**config.mk**
```make
export PLATFORM = sky130hd
export DESIGN_NAME = hicdf_div
export DESIGN_NICKNAME = d
export VERILOG_FILES = /design/src/rtl/hicdf_pkg.sv /design/src/rtl/hicdf_div.sv
export SDC_FILE = /design/constraint.sdc
export NUM_CORES = 1
export LEC_CHECK = 0
export BUFFER_PORTS_ARGS = -buffer_cell sky130_fd_sc_hd__buf_2
export CAP_MARGIN = 30
export CORE_MARGIN = 1.5
export CORE_UTILIZATION = 40
export CTS_BUF_LIST = sky130_fd_sc_hd__clkbuf_2
export CTS_CLUSTER_DIAMETER = 150
export DETAILED_ROUTE_END_ITERATION = 10
export SYNTH_ARGS = -nofsm -noshare
export SYNTH_HDL_FRONTEND = slang
export SYNTH_SLANG_ARGS = --single-unit
export TNS_END_PERCENT = 1
```
**constraint.sdc**
```tcl
create_clock -name i_clk -period 8.4 [get_ports i_clk]
set_clock_uncertainty 0.05 [all_clocks]
set_input_delay 1.68 -clock i_clk [delete_from_list [all_inputs] [get_ports i_clk]]
set_output_delay 1.68 -clock i_clk [all_outputs]
set_load 0.05 [all_outputs]
```
**src/rtl/hicdf_pkg.sv**
```systemverilog
// ---------------------------------------------------------------------------
// Histogram inverse-CDF sampler package
// Shared constants, command codes, state type and divider response type.
// ---------------------------------------------------------------------------
package hicdf_pkg;

    localparam int CMD_W  = 2;
    localparam int IDX_W  = 8;
    localparam int FRAC_W = 16;
    localparam int BW_W   = 32;   // bin weight width
    localparam int SUM_W  = 40;   // prefix sum and total width

    localparam logic [CMD_W-1:0] CMD_ADD   = 2'd0;
    localparam logic [CMD_W-1:0] CMD_BUILD = 2'd1;
    localparam logic [CMD_W-1:0] CMD_DRAW  = 2'd2;
    localparam logic [CMD_W-1:0] CMD_QUERY = 2'd3;

    localparam logic ST_OK      = 1'b0;
    localparam logic ST_NO_DIST = 1'b1;

    typedef enum logic [3:0] {
        S_CLEAR,
        S_IDLE,
        S_ADD_RD,
        S_BUILD,
        S_MUL,
        S_SEARCH,
        S_CMP,
        S_W_DATA,
        S_DIV,
        S_DONE
    } t_state;

    typedef struct packed {
        logic              done;
        logic [FRAC_W-1:0] quot;
    } t_div_rsp;

endpackage

```
**src/rtl/hicdf_div.sv**
```systemverilog
// ---------------------------------------------------------------------------
// Ratio divider
// Computes weight * 2^16 / total, one quotient bit a cycle, saturated.
// ---------------------------------------------------------------------------
module hicdf_div (
    input  logic                          i_clk,
    input  logic                          i_rst_n,
    input  logic                          i_start,
    input  logic [hicdf_pkg::BW_W-1:0]    i_num,
    input  logic [hicdf_pkg::SUM_W-1:0]   i_den,
    output hicdf_pkg::t_div_rsp           o_rsp
);
    import hicdf_pkg::*;

    logic              r_busy, n_busy;
    logic              r_done, n_done;
    logic [4:0]        r_cnt, n_cnt;
    logic [SUM_W-1:0]  r_rem, n_rem;
    logic [SUM_W-1:0]  r_den, n_den;
    logic [FRAC_W-1:0] r_quot, n_quot;
    logic [SUM_W:0]    w_rem2;

    always_ff @(posedge i_clk) begin
        if (!i_rst_n) begin
            r_busy <= 1'b0;
            r_done <= 1'b0;
        end else begin
            r_busy <= n_busy;
            r_done <= n_done;
        end
        r_cnt  <= n_cnt;
        r_rem  <= n_rem;
        r_den  <= n_den;
        r_quot <= n_quot;
    end

    assign w_rem2 = {r_rem, 1'b0};

    always_comb begin
        n_busy = r_busy;
        n_done = 1'b0;
        n_cnt  = r_cnt;
        n_rem  = r_rem;
        n_den  = r_den;
        n_quot = r_quot;
        if (i_start) begin
            n_den = i_den;
            n_rem = SUM_W'(i_num);
            n_cnt = 5'd0;
            // A weight not below the total gives a ratio of one or more.
            if (SUM_W'(i_num) >= i_den) begin
                n_quot = '1;
                n_done = 1'b1;
            end else begin
                n_quot = '0;
                n_busy = 1'b1;
            end
        end else if (r_busy) begin
            if (w_rem2 >= {1'b0, r_den}) begin
                n_rem  = SUM_W'(w_rem2 - {1'b0, r_den});
                n_quot = {r_quot[FRAC_W-2:0], 1'b1};
            end else begin
                n_rem  = w_rem2[SUM_W-1:0];
                n_quot = {r_quot[FRAC_W-2:0], 1'b0};
            end
            n_cnt = r_cnt + 5'd1;
            if (r_cnt == 5'(FRAC_W - 1)) begin
                n_busy = 1'b0;
                n_done = 1'b1;
            end
        end
    end

    assign o_rsp.done = r_done;
    assign o_rsp.quot = r_quot;
endmodule

```
==> impl_metrics.prom <==
# TYPE chip_impl_metric gauge
chip_impl_metric{name="maxCapViolations",unit=""} 0
chip_impl_metric{name="fillCellCount",unit=""} 1791
chip_impl_metric{name="clock-sinks",unit=""} 103
chip_impl_metric{name="die_height",unit="microns"} 139.6
chip_impl_metric{name="dp_cells",unit=""} 1084
chip_impl_metric{name="finalWorstSetupSlack",unit="ns"} 4.576
chip_impl_metric{name="async_flop_share",unit=""} 0
chip_impl_metric{name="post-cts-setup-buffer-count",unit=""} 0
chip_impl_metric{name="dieWidth",unit="microns"} 139.6
chip_impl_info{name="critical_path_class",value="in -> reg"} 1
chip_impl_metric{name="max-slew-margin-rel",unit=""} 0.4266
chip_impl_metric{name="initialDrtViolationCount",unit=""} 366
chip_impl_metric{name="setup-tns-final",unit="ns"} 0
chip_impl_metric{name="floorplan.initialDensity",unit=""} 0.4112
chip_impl_metric{name="critical_path.max_fanout",unit=""} 16
chip_impl_metric{name="grt_usage",unit=""} 0.1860
chip_impl_metric{name="final-max-slew-violation-count",unit=""} 0
chip_impl_metric{name="drt-wirelength-per-cell",unit="microns"} 16.02
chip_impl_metric{name="clock_power_share",unit=""} 0.164
chip_impl_metric{name="period_share",unit=""} 0.4552
chip_impl_metric{name="r2r_setup_slack",unit="ns"} 4.84
chip_impl_info{name="timing.critical_path.to_type",value="register"} 1
chip_impl_metric{name="via_count",unit=""} 5913
chip_impl_info{name="violations_in_the_final_reports",value="DRC"} 1
chip_impl_metric{name="cp_data_arrival_time",unit="ns"} 4.20
chip_impl_metric{name="cell_internal_pwr",unit="mW"} 1.012
chip_impl_metric{name="overflow",unit=""} 0
chip_impl_metric{name="fin_util",unit=""} 0.4508
chip_impl_info{name="synth_area_leaders",value="sky130_fd_sc_hd__edfxtp_1 35%, sky130_fd_sc_hd__ha_1 12%, sky130_fd_sc_hd__a21oi_1 5.4%"} 1
chip_impl_metric{name="ctsLongestPathBuffers",unit=""} 2
chip_impl_metric{name="worst_slew_pin_slew",unit="ns"} 0.8544
chip_impl_metric{name="avgSynthCellArea",unit="sq um"} 9.434
chip_impl_metric{name="number_of_antenna_violations_at_the_first_check_in_global_routing",unit=""} 3
chip_impl_metric{name="period_minus_slack",unit="ns"} 3.824
chip_impl_metric{name="number_of_global_route_vias_before_repair",unit=""} 5726
chip_impl_metric{name="finish.cell_count_without_fillers",unit=""} 1101
chip_impl_metric{name="vias_per_cell",unit=""} 5.371
chip_impl_metric{name="max_freq",unit="GHz"} 0.2615
chip_impl_metric{name="hold_viol_final",unit=""} 0
chip_impl_metric{name="firstDrtPassIters",unit=""} 8
chip_impl_metric{name="post_route_cells_drive_above_1_share",unit=""} 0.1825
chip_impl_metric{name="dpl_worst_slack",unit="ns"} 3.760
chip_impl_metric{name="pwr_density_cell",unit="nW/um^2"} 206.2
chip_impl_metric{name="netlist_instances",unit=""} 791
chip_impl_metric{name="io_buffer_count",unit=""} 91
chip_impl_info{name="startpoint_type",value="primary input"} 1
chip_impl_metric{name="setup_viol_count_final",unit=""} 0
chip_impl_metric{name="path_clk_slew",unit="ns"} 0.32
chip_impl_metric{name="vdd_ir_drop_max",unit="uV"} 107.5
chip_impl_metric{name="placement.cell_area",unit="sq um"} 8048
chip_impl_info{name="outcome",value="complete, but fails checks"} 1
chip_impl_metric{name="cellLeakagePower",unit="nW"} 3.696
chip_impl_metric{name="worstRegToRegCells",unit=""} 10
chip_impl_metric{name="cp_data_required_time",unit="ns"} 8.77
chip_impl_metric{name="p_switching",unit="mW"} 0.6748
chip_impl_metric{name="rows",unit=""} 49
chip_impl_info{name="worst_hold_path_type",value="reg -> reg"} 1
chip_impl_metric{name="grt_first_pass_wirelength",unit="microns"} 28790
chip_impl_metric{name="synth_top_cell_area_share",unit=""} 0.3541
chip_impl_info{name="synth_top_cell_by_area",value="sky130_fd_sc_hd__edfxtp_1"} 1
chip_impl_info{name="clock_tree_from_tritoncts",value="built"} 1
chip_impl_metric{name="ys_seq_area_frac",unit=""} 0.3944
chip_impl_metric{name="cts_resized",unit=""} 0
chip_impl_metric{name="nets",unit=""} 1016
chip_impl_metric{name="design.portCount",unit=""} 92
chip_impl_info{name="reg2reg_to",value="r_rem[31]"} 1
chip_impl_metric{name="hpwl",unit="microns"} 13270
chip_impl_metric{name="wl",unit="microns"} 17640
chip_impl_metric{name="power.share.combinational",unit=""} 0.438
chip_impl_metric{name="power_frac_seq",unit=""} 0.398
chip_impl_metric{name="design.die.area",unit="sq um"} 19480
chip_impl_metric{name="worst_skew_pair.late_latency",unit="ns"} 0.67
chip_impl_metric{name="yosys_warnings",unit=""} 0
chip_impl_metric{name="synth_cell_type_count",unit=""} 67
chip_impl_metric{name="place.gp.congestion",unit=""} 0.8519
chip_impl_info{name="setup.worst_path.end",value="r_quot[14]"} 1
chip_impl_info{name="synth.top_cells.by_count",value="102 x sky130_fd_sc_hd__inv_1, 88 x sky130_fd_sc_hd__edfxtp_1, 80 x sky130_fd_sc_hd__a21oi_1"} 1
chip_impl_info{name="synthMostInstantiatedCell",value="sky130_fd_sc_hd__inv_1"} 1
chip_impl_metric{name="holdPathStages",unit=""} 2
chip_impl_metric{name="synth_fp_nets",unit=""} 941
chip_impl_metric{name="cts_hold_buf",unit=""} 0
chip_impl_metric{name="total_power",unit="mW"} 1.687
chip_impl_metric{name="fin_area",unit="sq um"} 8180
chip_impl_metric{name="drc",unit=""} 5
chip_impl_metric{name="numCtsBuffers",unit=""} 9
chip_impl_metric{name="cts_max_level",unit=""} 3
chip_impl_metric{name="number_of_storage_elements_in_the_synthesis_netlist",unit=""} 103
chip_impl_metric{name="netSwitchingFraction",unit=""} 0.3999
chip_impl_info{name="clock_tree.root_cell",value="sky130_fd_sc_hd__clkbuf_2"} 1
chip_impl_metric{name="syn-cell-area",unit="sq um"} 7462
chip_impl_metric{name="fin_worst_hold_slack",unit="ns"} 0.4585
chip_impl_metric{name="final_antenna_net_count",unit=""} 0
chip_impl_info{name="postSynth.topFlopCell",value="sky130_fd_sc_hd__edfxtp_1"} 1
chip_impl_metric{name="flow.area_growth_from_synthesis",unit="%"} 9.624
chip_impl_metric{name="grt_max_degree",unit=""} 66
chip_impl_metric{name="synth-edff-count",unit=""} 88
chip_impl_info{name="r2r_start",value="r_rem[1]"} 1
chip_impl_info{name="critical_path.startpoint",value="i_num[25]"} 1
chip_impl_metric{name="core-area",unit="sq um"} 18150
chip_impl_info{name="rsz_0062_raised_after_global_routing",value="no"} 1
==> cell type report <==
class | count | area (sq um) | area share
clock inverters | 7 | 85.08 | 0.01040
repair buffers | 95 | 508.0 | 0.06210
diodes | 1 | 2.502 | 0.0003059
flip-flops and latches | 103 | 2943 | 0.3597
well taps | 229 | 286.5 | 0.03503
inverters | 102 | 382.9 | 0.04680
multi-input cells | 555 | 3928 | 0.4801
clock buffers | 9 | 45.04 | 0.005506
==> state kept, by name, summed over array words and instances (netlist names) <==
signal  flops
r_busy      1
r_cnt       5
r_den      40
r_done      1
r_quot     16
r_rem      40
==> layer usage <==
layer,up-vias,global-route usage,wire length [microns]
met2,158,0.2993,8040
met4,2,0.05651,269
li1,2993,-,-
met3,20,0.03407,953
met1,2740,0.2550,8364
met5,-,0,11
==> worst min-delay path by stage <==
stage	startpoint	end	slack [ns]
after floorplan	r_cnt[4]	r_cnt[4]	0.41
after global placement	r_cnt[4]	r_cnt[4]	0.42
after detailed placement	r_cnt[4]	r_cnt[4]	0.43
after CTS	r_cnt[4]	r_cnt[4]	0.46
after global routing	r_cnt[4]	r_cnt[4]	0.49
final	r_cnt[4]	r_cnt[4]	0.46
==> critical path, cell delays in order <==
cell and delay (ns):
sky130_fd_sc_hd__buf_2 0.11, sky130_fd_sc_hd__ha_1 0.30, sky130_fd_sc_hd__a21o_1 0.18, sky130_fd_sc_hd__a21o_1 0.16, sky130_fd_sc_hd__a21oi_1 0.15, sky130_fd_sc_hd__nor2_1 0.06, sky130_fd_sc_hd__a211oi_1 0.25, sky130_fd_sc_hd__o21ai_0 0.14
sky130_fd_sc_hd__o2bb2ai_1 0.23, sky130_fd_sc_hd__o21ai_1 0.72, sky130_fd_sc_hd__o21ai_0 0.20
==> cells in the final DEF, fill, tap and decap left out, types with 15 or more instances in the layout <==
| cell type | count |
|---|---|
| sky130_fd_sc_hd__o21ai_0 | 42 |
| sky130_fd_sc_hd__ha_1 | 74 |
| sky130_fd_sc_hd__nor2_1 | 57 |
| sky130_fd_sc_hd__nand2_1 | 53 |
| sky130_fd_sc_hd__edfxtp_1 | 88 |
| sky130_fd_sc_hd__mux2_2 | 27 |
| sky130_fd_sc_hd__dfxtp_1 | 15 |
| sky130_fd_sc_hd__inv_1 | 102 |
| sky130_fd_sc_hd__xor2_1 | 16 |
| sky130_fd_sc_hd__a21oi_1 | 80 |
| sky130_fd_sc_hd__xnor2_1 | 17 |
| sky130_fd_sc_hd__buf_2 | 90 |
| sky130_fd_sc_hd__a21o_1 | 24 |
==> kinds of logic (layout without fill, tap and decap cells) <==
kind of cell,Yosys count,in the layout,share of synthesized area
fa+ha+maj,75,75,0.1268
compound gates,226,226,0.1891
simple gates,188,188,0.1211
buf+inv,133,213,0.08115
mux,33,33,0.04879
xor+xnor,33,33,0.03873
flops,103,103,0.3944
other cells,0,1,0
==> power groups by stage <==
| stage | Combinational, mW | Sequential, mW | Clock [mW] |
|---|---|---|---|
| after floorplan | 0.553 | 0.699 | 0 |
| after global placement | 0.726 | 0.682 | 0 |
| after detailed placement | 0.737 | 0.683 | 0 |
| after CTS | 0.742 | 0.672 | 0.285 |
| after global routing | 0.827 | 0.680 | 0.301 |
| final | 0.740 | 0.672 | 0.276 |
(Power assumes the default switching activity.)
